$ cat src/hdl/xsf_pkg.sv
`timescale 1ns / 1ps
// ----------------------------------------------------------------------------
// xsf_pkg: shared types and constants of the XOR sprite frame buffer
// Screen geometry, item codes, queue entry format and the column and row wrap tables.
// ----------------------------------------------------------------------------
package xsf_pkg;

  localparam int SCREEN_WIDTH  = 64;  // 8..64
  localparam int SCREEN_HEIGHT = 32;  // 8..64

  localparam int COL_W  = $clog2(SCREEN_WIDTH);
  localparam int ROW_W  = $clog2(SCREEN_HEIGHT);
  localparam int LINE_W = 64;         // scan-out port width
  localparam int QUEUE_DEPTH = 2;

  // Codes of the mode field
  localparam logic [1:0] MODE_CLEAR = 2'd0;
  localparam logic [1:0] MODE_DRAW  = 2'd1;
  localparam logic [1:0] MODE_READ  = 2'd2;

  // Classified operation handed from the front to the back
  typedef enum logic [1:0] {
    OP_CLEAR,
    OP_DRAW,
    OP_READ,
    OP_NOP
  } op_e;

  typedef struct packed {
    op_e                     op;
    logic [ROW_W-1:0]        row;    // target buffer row, already wrapped
    logic [SCREEN_WIDTH-1:0] mask;   // XOR mask, bit c = column c
    logic                    first;  // row index zero: restart collision
    logic                    last;
  } cmd_t;

  // origin_x modulo SCREEN_WIDTH for every 8-bit value, built at elaboration
  function automatic logic [256*COL_W-1:0] build_col_mod();
    logic [256*COL_W-1:0] tbl;
    tbl = '0;
    for (int i = 0; i < 256; i++) begin
      tbl[i*COL_W +: COL_W] = COL_W'(i % SCREEN_WIDTH);
    end
    return tbl;
  endfunction

  // origin_y modulo SCREEN_HEIGHT, same form
  function automatic logic [256*ROW_W-1:0] build_row_mod();
    logic [256*ROW_W-1:0] tbl;
    tbl = '0;
    for (int i = 0; i < 256; i++) begin
      tbl[i*ROW_W +: ROW_W] = ROW_W'(i % SCREEN_HEIGHT);
    end
    return tbl;
  endfunction

  localparam logic [256*COL_W-1:0] COL_MOD = build_col_mod();
  localparam logic [256*ROW_W-1:0] ROW_MOD = build_row_mod();

endpackage

$ cat src/hdl/xsf_if.sv
`timescale 1ns / 1ps
// ----------------------------------------------------------------------------
// xsf_if: item and result channels of the XOR sprite frame buffer
// Valid/ready channels; a transfer happens when both are high at a clock edge.
// ----------------------------------------------------------------------------
interface xsf_item_if;
  logic       valid;
  logic       ready;
  logic [1:0] mode;
  logic [7:0] origin_x;
  logic [7:0] origin_y;
  logic [3:0] row_index;
  logic [7:0] row_bits;
  logic       last_row;

  modport source (
    output valid, mode, origin_x, origin_y, row_index, row_bits, last_row,
    input  ready
  );
  modport sink (
    input  valid, mode, origin_x, origin_y, row_index, row_bits, last_row,
    output ready
  );
endinterface

interface xsf_result_if;
  logic        valid;
  logic        ready;
  logic        collision;
  logic        sprite_done;
  logic [63:0] line_pixels;

  modport source (
    output valid, collision, sprite_done, line_pixels,
    input  ready
  );
  modport sink (
    input  valid, collision, sprite_done, line_pixels,
    output ready
  );
endinterface

$ cat src/hdl/xsf_front.sv
`timescale 1ns / 1ps
// ----------------------------------------------------------------------------
// xsf_front: item intake and classification
// Decodes the mode, wraps the target row and builds the column XOR mask.
// ----------------------------------------------------------------------------
module xsf_front (
  xsf_item_if.sink     item_i,
  input  logic         full_i,
  output logic         push_o,
  output xsf_pkg::cmd_t cmd_o
);

  localparam int RS_W = 9;

  logic [xsf_pkg::COL_W-1:0]   ox_mod;
  logic [xsf_pkg::COL_W:0]     col_sum [8];
  logic [xsf_pkg::COL_W-1:0]   col     [8];
  logic [xsf_pkg::ROW_W-1:0]   oy_mod;
  logic [RS_W-1:0]             idx_mod;
  logic [RS_W-1:0]             row_sum;
  logic [RS_W-1:0]             row_wrap;
  logic [xsf_pkg::SCREEN_WIDTH-1:0] mask;

  assign item_i.ready = !full_i;
  assign push_o       = item_i.valid && !full_i;

  assign ox_mod = xsf_pkg::COL_MOD[item_i.origin_x*xsf_pkg::COL_W +: xsf_pkg::COL_W];
  assign oy_mod = xsf_pkg::ROW_MOD[item_i.origin_y*xsf_pkg::ROW_W +: xsf_pkg::ROW_W];

  // sum stays below twice the width, so one subtract wraps it
  always_comb begin
    mask = '0;
    for (int j = 0; j < 8; j++) begin
      col_sum[j] = {1'b0, ox_mod} + (xsf_pkg::COL_W+1)'(j);
      if (col_sum[j] >= (xsf_pkg::COL_W+1)'(xsf_pkg::SCREEN_WIDTH)) begin
        col_sum[j] = col_sum[j] - (xsf_pkg::COL_W+1)'(xsf_pkg::SCREEN_WIDTH);
      end
      col[j] = col_sum[j][xsf_pkg::COL_W-1:0];
      if (item_i.row_bits[7-j]) begin
        mask[col[j]] = 1'b1;
      end
    end
  end

  always_comb begin
    idx_mod = RS_W'(item_i.row_index);
    if (idx_mod >= RS_W'(xsf_pkg::SCREEN_HEIGHT)) begin
      idx_mod = idx_mod - RS_W'(xsf_pkg::SCREEN_HEIGHT);
    end
    row_sum  = RS_W'(oy_mod) + idx_mod;
    row_wrap = row_sum;
    if (row_sum >= RS_W'(xsf_pkg::SCREEN_HEIGHT)) begin
      row_wrap = row_sum - RS_W'(xsf_pkg::SCREEN_HEIGHT);
    end
  end

  always_comb begin
    cmd_o.row   = row_wrap[xsf_pkg::ROW_W-1:0];
    cmd_o.mask  = mask;
    cmd_o.first = (item_i.row_index == 4'd0);
    cmd_o.last  = item_i.last_row;
    unique case (item_i.mode)
      xsf_pkg::MODE_CLEAR: cmd_o.op = xsf_pkg::OP_CLEAR;
      xsf_pkg::MODE_DRAW:  cmd_o.op = xsf_pkg::OP_DRAW;
      xsf_pkg::MODE_READ: begin
        cmd_o.op  = xsf_pkg::OP_READ;
        cmd_o.row = oy_mod;
      end
      default:             cmd_o.op = xsf_pkg::OP_NOP;
    endcase
  end

endmodule

$ cat src/hdl/xsf_queue.sv
`timescale 1ns / 1ps
// ----------------------------------------------------------------------------
// xsf_queue: short command queue between front and back
// Register-based FIFO; push and pop may happen in the same cycle.
// ----------------------------------------------------------------------------
module xsf_queue (
  input  logic          clk_i,
  input  logic          rst_ni,
  input  logic          push_i,
  input  xsf_pkg::cmd_t push_data_i,
  output logic          full_o,
  input  logic          pop_i,
  output logic          head_valid_o,
  output xsf_pkg::cmd_t head_o
);

  localparam int PTR_W = $clog2(xsf_pkg::QUEUE_DEPTH);
  localparam int CNT_W = $clog2(xsf_pkg::QUEUE_DEPTH + 1);

  xsf_pkg::cmd_t    slot_q [xsf_pkg::QUEUE_DEPTH];
  logic [PTR_W-1:0] wr_ptr_q, wr_ptr_d;
  logic [PTR_W-1:0] rd_ptr_q, rd_ptr_d;
  logic [CNT_W-1:0] count_q, count_d;

  assign full_o       = (count_q == CNT_W'(xsf_pkg::QUEUE_DEPTH));
  assign head_valid_o = (count_q != '0);
  assign head_o       = slot_q[rd_ptr_q];

  always_comb begin
    wr_ptr_d = wr_ptr_q;
    rd_ptr_d = rd_ptr_q;
    count_d  = count_q;
    if (push_i) begin
      wr_ptr_d = (wr_ptr_q == PTR_W'(xsf_pkg::QUEUE_DEPTH - 1)) ? '0 : wr_ptr_q + 1'b1;
    end
    if (pop_i) begin
      rd_ptr_d = (rd_ptr_q == PTR_W'(xsf_pkg::QUEUE_DEPTH - 1)) ? '0 : rd_ptr_q + 1'b1;
    end
    if (push_i && !pop_i) begin
      count_d = count_q + 1'b1;
    end else if (pop_i && !push_i) begin
      count_d = count_q - 1'b1;
    end
  end

  always_ff @(posedge clk_i or negedge rst_ni) begin
    if (!rst_ni) begin
      wr_ptr_q <= '0;
      rd_ptr_q <= '0;
      count_q  <= '0;
    end else begin
      wr_ptr_q <= wr_ptr_d;
      rd_ptr_q <= rd_ptr_d;
      count_q  <= count_d;
    end
  end

  always_ff @(posedge clk_i) begin
    if (push_i) begin
      slot_q[wr_ptr_q] <= push_data_i;
    end
  end

endmodule

$ cat src/hdl/xsf_back.sv
`timescale 1ns / 1ps
// ----------------------------------------------------------------------------
// xsf_back: frame buffer execution unit
// Row memory with per-row valid flags, XOR read-modify-write, output register.
// ----------------------------------------------------------------------------
module xsf_back (
  input  logic           clk_i,
  input  logic           rst_ni,
  input  logic           head_valid_i,
  input  xsf_pkg::cmd_t  head_i,
  output logic           pop_o,
  xsf_result_if.source   result_o
);

  typedef enum logic {
    ST_IDLE,
    ST_EXEC
  } state_e;

  state_e                           state_q;
  xsf_pkg::cmd_t                    cur_q;
  logic                             flag_q;
  logic [xsf_pkg::SCREEN_HEIGHT-1:0] row_valid_q;
  logic                             res_valid_q;
  logic                             res_collision_q;
  logic                             res_done_q;
  logic [xsf_pkg::LINE_W-1:0]       res_pixels_q;

  logic [xsf_pkg::SCREEN_WIDTH-1:0] mem_q [xsf_pkg::SCREEN_HEIGHT];
  logic [xsf_pkg::SCREEN_WIDTH-1:0] rd_data_q;

  logic                             out_free;
  logic                             head_needs_mem;
  logic                             rd_en;
  logic                             wr_en;
  logic [xsf_pkg::SCREEN_WIDTH-1:0] line;
  logic [xsf_pkg::SCREEN_WIDTH-1:0] new_line;
  logic                             hit;
  logic                             flag_next;

  assign out_free       = !res_valid_q || result_o.ready;
  assign head_needs_mem = (head_i.op == xsf_pkg::OP_DRAW) || (head_i.op == xsf_pkg::OP_READ);
  assign pop_o          = (state_q == ST_IDLE) && head_valid_i && (head_needs_mem || out_free);
  assign rd_en          = pop_o && head_needs_mem;
  assign wr_en          = (state_q == ST_EXEC) && out_free && (cur_q.op == xsf_pkg::OP_DRAW);

  // never-written or cleared rows read as dark
  assign line      = row_valid_q[cur_q.row] ? rd_data_q : '0;
  assign hit       = |(line & cur_q.mask);
  assign new_line  = line ^ cur_q.mask;
  assign flag_next = (cur_q.first ? 1'b0 : flag_q) | hit;

  assign result_o.valid       = res_valid_q;
  assign result_o.collision   = res_collision_q;
  assign result_o.sprite_done = res_done_q;
  assign result_o.line_pixels = res_pixels_q;

  always_ff @(posedge clk_i) begin
    if (rd_en) begin
      rd_data_q <= mem_q[head_i.row];
    end
    if (wr_en) begin
      mem_q[cur_q.row] <= new_line;
    end
  end

  always_ff @(posedge clk_i or negedge rst_ni) begin
    if (!rst_ni) begin
      state_q         <= ST_IDLE;
      cur_q           <= '0;
      flag_q          <= 1'b0;
      row_valid_q     <= '0;
      res_valid_q     <= 1'b0;
      res_collision_q <= 1'b0;
      res_done_q      <= 1'b0;
      res_pixels_q    <= '0;
    end else begin
      if (res_valid_q && result_o.ready) begin
        res_valid_q <= 1'b0;
      end
      unique case (state_q)
        ST_IDLE: begin
          if (pop_o) begin
            if (head_needs_mem) begin
              cur_q   <= head_i;
              state_q <= ST_EXEC;
            end else begin
              res_valid_q     <= 1'b1;
              res_collision_q <= flag_q;
              res_done_q      <= 1'b0;
              res_pixels_q    <= '0;
              if (head_i.op == xsf_pkg::OP_CLEAR) begin
                row_valid_q <= '0;
              end
            end
          end
        end
        ST_EXEC: begin
          if (out_free) begin
            res_valid_q <= 1'b1;
            state_q     <= ST_IDLE;
            if (cur_q.op == xsf_pkg::OP_DRAW) begin
              flag_q                 <= flag_next;
              row_valid_q[cur_q.row] <= 1'b1;
              res_collision_q        <= flag_next;
              res_done_q             <= cur_q.last;
              res_pixels_q           <= '0;
            end else begin
              res_collision_q <= flag_q;
              res_done_q      <= 1'b0;
              res_pixels_q    <= xsf_pkg::LINE_W'(line);
            end
          end
        end
        default: state_q <= ST_IDLE;
      endcase
    end
  end

endmodule

$ cat src/hdl/xor_sprite_framebuffer.sv
`timescale 1ns / 1ps
// Path: draw and read pass the queue register, the back unit's memory read
//   register and the output register; clear and unused mode skip the memory read.
// The back unit takes no new draw or read until the last is through its memory
//   read and, for a draw, its XOR write-back; output back-pressure stalls it.
// Reset: asynchronous; all per-row valid flags drop at once, so the whole
//   frame reads dark right after reset with no clearing pass.
// ----------------------------------------------------------------------------
// xor_sprite_framebuffer: monochrome XOR sprite frame buffer
// Clear, draw one 8-pixel sprite row with wrap and collision, or scan out a row.
// ----------------------------------------------------------------------------
module xor_sprite_framebuffer (
  input  logic         clk_i,
  input  logic         rst_ni,
  xsf_item_if.sink     item_i,
  xsf_result_if.source result_o
);

  // Front: decode and wrap coordinates, build the XOR mask.
  // Queue: two entries, so the front keeps taking items while the back
  //   waits on the output register.
  // Back: row memory plus valid flags; a clear just drops the flags.

  xsf_pkg::cmd_t front_cmd;
  xsf_pkg::cmd_t head_cmd;
  logic          push;
  logic          q_full;
  logic          head_valid;
  logic          pop;

  xsf_front u_front (
    .item_i (item_i),
    .full_i (q_full),
    .push_o (push),
    .cmd_o  (front_cmd)
  );

  xsf_queue u_queue (
    .clk_i        (clk_i),
    .rst_ni       (rst_ni),
    .push_i       (push),
    .push_data_i  (front_cmd),
    .full_o       (q_full),
    .pop_i        (pop),
    .head_valid_o (head_valid),
    .head_o       (head_cmd)
  );

  xsf_back u_back (
    .clk_i        (clk_i),
    .rst_ni       (rst_ni),
    .head_valid_i (head_valid),
    .head_i       (head_cmd),
    .pop_o        (pop),
    .result_o     (result_o)
  );

  // a transfer in always leaves something queued for the back unit
  a_push_lands : assert property (@(posedge clk_i) disable iff (!rst_ni)
    (item_i.valid && item_i.ready) |=> head_valid)
    else $error("transfer in did not reach the queue");

  // the back never pops an empty queue
  a_pop_valid : assert property (@(posedge clk_i) disable iff (!rst_ni)
    pop |-> head_valid)
    else $error("pop from empty queue");

  // only draw results finish a sprite, and they carry no pixels
  a_done_no_pixels : assert property (@(posedge clk_i) disable iff (!rst_ni)
    (result_o.valid && result_o.sprite_done) |-> (result_o.line_pixels == '0))
    else $error("sprite_done with scan-out pixels");

  // columns past the screen width stay dark
  a_row_width : assert property (@(posedge clk_i) disable iff (!rst_ni)
    result_o.valid |-> ((result_o.line_pixels >> xsf_pkg::SCREEN_WIDTH) == '0))
    else $error("pixel beyond screen width");

endmodule
$ cat src/flat_wrapper.sv
// flat-port wrapper written by rule: the top's interface ports become plain ports
module xor_sprite_framebuffer_flat 
  (clk_i, rst_ni, item_i_valid, item_i_mode, item_i_origin_x, item_i_origin_y, item_i_row_index, item_i_row_bits, item_i_last_row, item_i_ready, result_o_valid, result_o_collision, result_o_sprite_done, result_o_line_pixels, result_o_ready);
  xsf_item_if item_i_i ();
  xsf_result_if result_o_i ();
  input  logic clk_i;
  input  logic rst_ni;
  input wire logic [$bits(item_i_i.valid)-1:0] item_i_valid;
  input wire logic [$bits(item_i_i.mode)-1:0] item_i_mode;
  input wire logic [$bits(item_i_i.origin_x)-1:0] item_i_origin_x;
  input wire logic [$bits(item_i_i.origin_y)-1:0] item_i_origin_y;
  input wire logic [$bits(item_i_i.row_index)-1:0] item_i_row_index;
  input wire logic [$bits(item_i_i.row_bits)-1:0] item_i_row_bits;
  input wire logic [$bits(item_i_i.last_row)-1:0] item_i_last_row;
  output wire logic [$bits(item_i_i.ready)-1:0] item_i_ready;
  output wire logic [$bits(result_o_i.valid)-1:0] result_o_valid;
  output wire logic [$bits(result_o_i.collision)-1:0] result_o_collision;
  output wire logic [$bits(result_o_i.sprite_done)-1:0] result_o_sprite_done;
  output wire logic [$bits(result_o_i.line_pixels)-1:0] result_o_line_pixels;
  input wire logic [$bits(result_o_i.ready)-1:0] result_o_ready;
  assign item_i_i.valid = item_i_valid;
  assign item_i_i.mode = item_i_mode;
  assign item_i_i.origin_x = item_i_origin_x;
  assign item_i_i.origin_y = item_i_origin_y;
  assign item_i_i.row_index = item_i_row_index;
  assign item_i_i.row_bits = item_i_row_bits;
  assign item_i_i.last_row = item_i_last_row;
  assign item_i_ready = item_i_i.ready;
  assign result_o_valid = result_o_i.valid;
  assign result_o_collision = result_o_i.collision;
  assign result_o_sprite_done = result_o_i.sprite_done;
  assign result_o_line_pixels = result_o_i.line_pixels;
  assign result_o_i.ready = result_o_ready;
  xor_sprite_framebuffer u_core (.clk_i(clk_i), .rst_ni(rst_ni), .item_i(item_i_i), .result_o(result_o_i));
endmodule
$ cat config.mk
export PLATFORM = sky130hd
export DESIGN_NAME = xor_sprite_framebuffer_flat
export DESIGN_NICKNAME = d
export VERILOG_FILES = /design/src/hdl/xsf_pkg.sv /design/src/hdl/xsf_if.sv /design/src/hdl/xsf_front.sv /design/src/hdl/xsf_queue.sv /design/src/hdl/xsf_back.sv /design/src/hdl/xor_sprite_framebuffer.sv /design/src/flat_wrapper.sv
export SDC_FILE = /design/constraint.sdc
export NUM_CORES = 2
export LEC_CHECK = 0
export ABC_CLOCK_PERIOD_IN_PS = 5210
export BUFFER_PORTS_ARGS = -buffer_cell sky130_fd_sc_hd__buf_2
export CAP_MARGIN = 20
export CORE_MARGIN = 8
export CORE_UTILIZATION = 25
export DETAILED_ROUTE_END_ITERATION = 8
export GPL_TIMING_DRIVEN = 0
export PLACE_DENSITY = 0.44
export RECOVER_POWER = 50
export SKIP_LAST_GASP = 1
export SLEW_MARGIN = 10
export SYNTH_ARGS = -nofsm -noshare
export SYNTH_HDL_FRONTEND = slang
export SYNTH_SLANG_ARGS = --single-unit
$ cat constraint.sdc
create_clock -name clk_i -period 5.21 [get_ports clk_i]
set_input_delay 1.3025 -clock clk_i [delete_from_list [all_inputs] [get_ports clk_i]]
set_output_delay 1.3025 -clock clk_i [all_outputs]
set_load 0.01 [all_outputs]
# Word-level counts from Yosys, hierarchy flattened
# Memory sizes are Yosys's and may differ from the RTL's. A register that Yosys moved wholly into a read port is not among the register bits.
# Index checks and enable logic that the tools add are counted.
[word_totals] register_bits=178 mem_bits_rw=2194 out_inout_bits=68 elab_cells=206 n_memories=2
[mem_list] name="u_core.u_back.mem_q" words=32 word_bits=64 read_ports=1 rd_ports_with_merged_regs=1 wr=1 line="xsf_back.sv:29" source="logic [xsf_pkg::SCREEN_WIDTH-1:0] mem_q [xsf_pkg::SCREEN_HEIGHT];"
[mem_list] name="u_core.u_queue.slot_q" words=2 word_bits=73 read_ports=1 rd_ports_with_merged_regs=0 wr=1 line="xsf_queue.sv:20" source="xsf_pkg::cmd_t slot_q [xsf_pkg::QUEUE_DEPTH];"
[op_classes] addsub=21 multipliers=2 order_cmp=27 eq_ne=11 n_shift=2 mux=79 bitwise=12 n_reduce_logical=35
[ops] cell="$shiftx A1536 B12 Y6 const A" n=1
[ops] cell="$shiftx A1280 B12 Y5 const A" n=1
[ops] cell="$mux W64" n=13
[ops] cell="$or A64 B64 Y64" n=7
[ops] cell="$mux W32" n=5
[ops] cell="$pmux W64 S2" n=1
[ops] cell="$and A64 B64 Y64" n=1
[ops] cell="$pmux W32 S2" n=1
[ops] cell="$reduce_or A64 Y1" n=1
[ops] cell="$xor A64 B64 Y64" n=1
[ops] cell="$lt A6 B7 Y1 const B" n=8
[ops] cell="$ge A7 B7 Y1 const B" n=7
[ops] cell="$demux W1 S6" n=8
[ops] cell="$ge A6 B1 Y1 const B" n=8
[ops] cell="$mux W6" n=8
[ops] cell="$sub A6 B1 Y6 const B" n=8
[ops] cell="$mux W1" n=32
[ops] cell="$or A32 B32 Y32" n=1
[ops] cell="$add A6 B3 Y7 const B" n=4
[ops] cell="$logic_and A1 B1 Y1" n=18
[ops] cell="$add A6 B2 Y7 const B" n=2
[ops] cell="$mul A8 B3 Y11 const B" n=1
[ops] cell="$mul A8 B2 Y10 const B" n=1
[ops] cell="$mux W5" n=2
[ops] cell="29 further kinds" n=49

# Longest topological paths before layout
[logic_depth] word_depth=23 ltp_mapped=15 depth_no_buf=12

# By module
# From an unflattened synthesis, not the netlist that was laid out.
[hier_totals] cells_unflattened=5236 hier_area_um2=98598.3
[by_module_without_submodules] module="xsf_back" n_inst=1 cells_each=4164 area_each_um2=87924.3 seq_area_each_um2=67775.0
[by_module_without_submodules] module="xsf_queue" n_inst=1 cells_each=243 area_each_um2=5704.2 seq_area_each_um2=4484.3
[by_module_without_submodules] module="xsf_front" n_inst=1 cells_each=829 area_each_um2=4969.8 seq_area_each_um2=0.0

# Least setup slack after synthesis
# No wires, ideal clock.
[synth_path] path_type="in2reg" from="in result_o_ready" to="mem u_core.u_back.mem_q[11][0] (netlist name) (enable)" setup_ns=0.487 t_arrival_ns=4.704 required_ns=4.723 slack_ns=0.019 cell_stages=5 n_path_buf=1 path_cell_list="nand2b_1 > and3_1 > clkbuf_1 > nand3_1 > nor2_1"
[synth_via] elab_chain_len=5
[synth_lines] item="start: declaration" line="flat_wrapper.sv:20" source="input wire logic [$bits(result_o_i.ready)-1:0] result_o_ready;"
[synth_lines] item="$logic_or A1 B1 Y1" line="xsf_back.sv:41" source="assign out_free = !res_valid_q || result_o.ready;"
[synth_lines] item="$logic_and A1 B1 Y1 (2 in series)" line="xsf_back.sv:45" source="assign wr_en = (state_q == ST_EXEC) && out_free && (cur_q.op == xsf_pkg::OP_DRAW);"
[synth_lines] item="$mux W1" line="xsf_back.sv:62" source="if (wr_en) begin"
[synth_lines] item="$mux W1 (implied by the code)" line="xsf_back.sv:63" source="mem_q[cur_q.row] <= new_line;"
[synth_lines] item="end: declaration" line="xsf_back.sv:29"
# No other way between the ends.

# Final worst setup path
[layout_path] from="mem u_core.u_queue.slot_q[0][66] (netlist name)" to="reg u_core.u_back.rd_data_q[54] (netlist name), read port of u_core.u_back.mem_q (data pin)"
[layout_via] elab_chain_len=1
[layout_lines] item="start: declaration" line="xsf_queue.sv:20"
[layout_lines] item="$mem_v2 Z2 W73"
[layout_lines] item="end: declaration" line="xsf_back.sv:30" source="logic [xsf_pkg::SCREEN_WIDTH-1:0] rd_data_q;"
# No other way between the ends.
# A chain may end at the register's enable or synchronous reset.

==> reports/metrics.csv <==
metric,value,unit
status,"complete, but fails checks",
failing checks,"max-capacitance violations, max-slew violations, negative setup slack",
Post-Route Skew,0.06285,ns
# fillers,41902,
syn nets,7449,
P per Cell Area,678.8,nW/um^2
reg2reg start,u_core.u_queue.slot_q[0][66],
initial antenna violation count,90,
H-tree depth,5,
syn_area_per_cell,14.23,um^2
placed insts,13233,
Hold EP,u_core.u_back.cur_q[71],
worst slew pin tran,2.631,ns
count of final setup violators,98,
Startpoint Class,flip-flop,
proportion of power drawn by the clock network,0.226,
mux share of post-synthesis cell area,0.06527,
Cell Rows,237,
final core occ,0.2998,
Slew Limit Fails,1234,
CORE AREA,416300,um^2
hold_ws,0.4769,ns
first-pass GRT wire length,735100,um
later-pin clock latency in the skew report,0.94,ns
launch point of the worst hold path,u_core.u_back.cur_q[71],
"EDFF count, synth",2258,
register-to-register setup slack,-0.32,ns
most common cell in the netlist,edfxtp_1,
Global Route Usage Sum,0.2516,
CTS Buffer Depth,4,
die area,438600,um^2
GP Congestion,0.9795,
Synth cell types,81,
CTS buffer count,277,
Synth Area in Compound Gates,0.1257,
vias in the first global route,73391,
Seq cells post-synth,2436,
DRC violations left,0,
DP HPWL,428400,um
simple-gate share of the synthesized area,0.08176,
async set or reset register ratio after synthesis,0.07307,
post-synth top area share,0.6494,
Mapped Area,104400,um^2
CP Capture Type,flip-flop,
Final Cycle Share,1.061,
Detailed Routing Iterations Pass 1,6,
Int Power,0.04659,W
ratio of cells with drive above 1 in the final layout,0.1529,
GRT Residual Overflow,0,
most frequent cells after synthesis,"2258 x edfxtp_1, 884 x nand2_1, 454 x a21oi_1",
Sequential Power Share,0.335,
final hold vios,0,
Switch Pwr,0.03815,W
Ports,103,
Cells after Synth,7339,
Max Fanout on Critical Path,10,
Routed Antenna Nets,0,
largest net degree at the start of global routing,94,
combinational share of power,0.439,
Slew headroom,-0.7541,
DRT iter0 DRCs,12574,
Tmin final,5.530,ns
area share of fa/ha/maj cells after synthesis,0.009060,
Initial Util,0.2508,
WL/cell,41.46,um
largest area contributor in the netlist,edfxtp_1,
XOR/XNOR share of the synthesized area,0.002684,
Max Fclk,0.1808,GHz
Max Cap Violations,73,
dominant synthesized flop cell,edfxtp_1,
crit path kind,reg -> reg,
total wire length,573700,um
reg2reg end,u_core.u_back.rd_data_q[54],
# nets final,8132,
area growth from synthesis to layout,19.56,%
"Cell Count, Final, Fillers Out",13839,
Worst-path clk slew,0.06,ns
clock sinks,2436,
synth warn,0,
Critical Path RT,5.86,ns
die height,662.3,um
peak supply drop,745.1,uV
Worst EP arrival,6.18,ns
Via-to-Cell Ratio,5.666,
"Worst Setup Slack, final",-0.3201,ns
CTS tree,yes,
worst hold path type,reg -> reg,
"top cells by area, synth","edfxtp_1 65%, mux4_2 4.6%, dfrtp_1 4.3%",
largest family of logic cells by synthesized area,compound AO/OA/AOI/OAI gates,
R2R depth,9,
Die X,662.3,um
sequential-to-total area share from yosys stat,0.6921,
Vias,78411,
hold path depth,2,
I/O Buffers,96,
clk root buf,clkbuf_16,
Leakage,41.22,nW
Switching Share,0.4502,
unrepaired setup endpoints after global routing,true,
-- through the flow --
step	area (um^2)	TNS, ns	worst slack (ns)	total power [W]
finish	124800	-6.365	-0.3201	0.08474
detailed placement	118300	-152.37	-1.554	0.06471
global route	124800	-0.9315	-0.04380	0.08545
CTS	126900	-0.2947	-0.04553	0.08383
global placement	111800	-	-7.494	0.06212
floorplan	104400	0	0.01916	0.04217
-- worst max-delay path: stages (launching register included) --
cell,delay [ns]
edfxtp_1,0.57
clkinv_1,0.26
clkbuf_1,0.76
clkbuf_1,1.01
clkbuf_2,0.76
a211oi_1,0.15
a21oi_1,0.16
a32oi_1,0.12
o211ai_1,0.85
a21o_1,0.59
-- power groups by stage --
stage	clock network (W)	registers, W	logic (W)
after global placement	0	0.0291	0.0330
after CTS	0.0193	0.0283	0.0362
after floorplan	0	0.0281	0.0141
after detailed placement	0	0.0286	0.0361
after global routing	0.0200	0.0284	0.0370
final	0.0192	0.0283	0.0372
-- metal layers --
layer | track usage | vias to the layer above | wire [um]
met4 | 0.1662 | 20 | 47680
met2 | 0.3804 | 5327 | 248400
met1 | 0.3194 | 41132 | 219400
met5 | 0 | - | 126
met3 | 0.06276 | 1395 | 58180
li1 | - | 30537 | -
-- how the worst max path moves through the flow --
| stage | end | startpoint |
|---|---|---|
| floorplan | u_core.u_back.mem_q[11][0] | result_o_ready |
| global placement | u_core.u_back.mem_q[6][6] | result_o_ready |
| detailed placement | u_core.u_back.rd_data_q[7] | u_core.u_queue.rd_ptr_q |
| CTS | u_core.u_back.row_valid_q[13] | u_core.u_queue.rd_ptr_q |
| global route | u_core.u_back.mem_q[12][38] | u_core.u_back.cur_q[72] |
| finish | u_core.u_back.rd_data_q[54] | u_core.u_queue.slot_q[0][66] |
-- cell families after synthesis --
kind of cell	count (synthesis)
muxes	414
DFF	2436
buffers and inverters	565
adders and majority gates	75
xor gates and xnor gates	32
AOI/OAI and AO/OA	1921
and+or+nand+nor	1896
-- repair_timing --
item	in CTS	in global routing
buffers inserted	0	0
hold buffers	0	0
pin swaps	0	0
endpoints found under the hold margin	0	0
gates resized for setup	21	16
endpoints found under the setup margin	202	84
-- cells in the final DEF, fill, tap and decap left out, types with 211 or more instances in the layout --
cell,count
a211oi_1,297
a21oi_1,454
clkbuf_1,426
clkbuf_16,287
edfxtp_1,2258
mux4_2,212
nand2_1,884
nand3_1,262
nor2_1,324
o21ai_0,211
-- final cells by class --
type,instances,area [um^2],share of cell area
Buffer,533,2466,0.01975
Sequential cell,2436,72260,0.5788
Clock inverter,144,1125,0.009010
Multi-Input combinational cell,4338,30150,0.2415
Inverter,30,117.6,0.0009421
Antenna cell,100,250.2,0.002005
Timing Repair Buffer,406,4104,0.03287
Clock buffer,355,7486,0.05997
Tap cell,5497,6878,0.05509
-- registers in the layout, indices dropped and copies added (netlist names) --
signal	flops
u_core.u_back.rd_data_q	64
u_core.u_queue.count_q	2
u_core.u_back.result_o.sprite_done	1
u_core.u_back.result_o.valid	1
u_core.u_queue.rd_ptr_q	1
u_core.u_back.mem_q	2048
u_core.u_back.row_valid_q	32
u_core.u_queue.wr_ptr_q	1
u_core.u_back.result_o.line_pixels	64
u_core.u_back.cur_q	73
u_core.u_queue.slot_q	146
u_core.u_back.flag_q	1
u_core.u_back.result_o.collision	1
u_core.u_back.state_q	1
No activity file was read; power rests on OpenSTA's default activity.
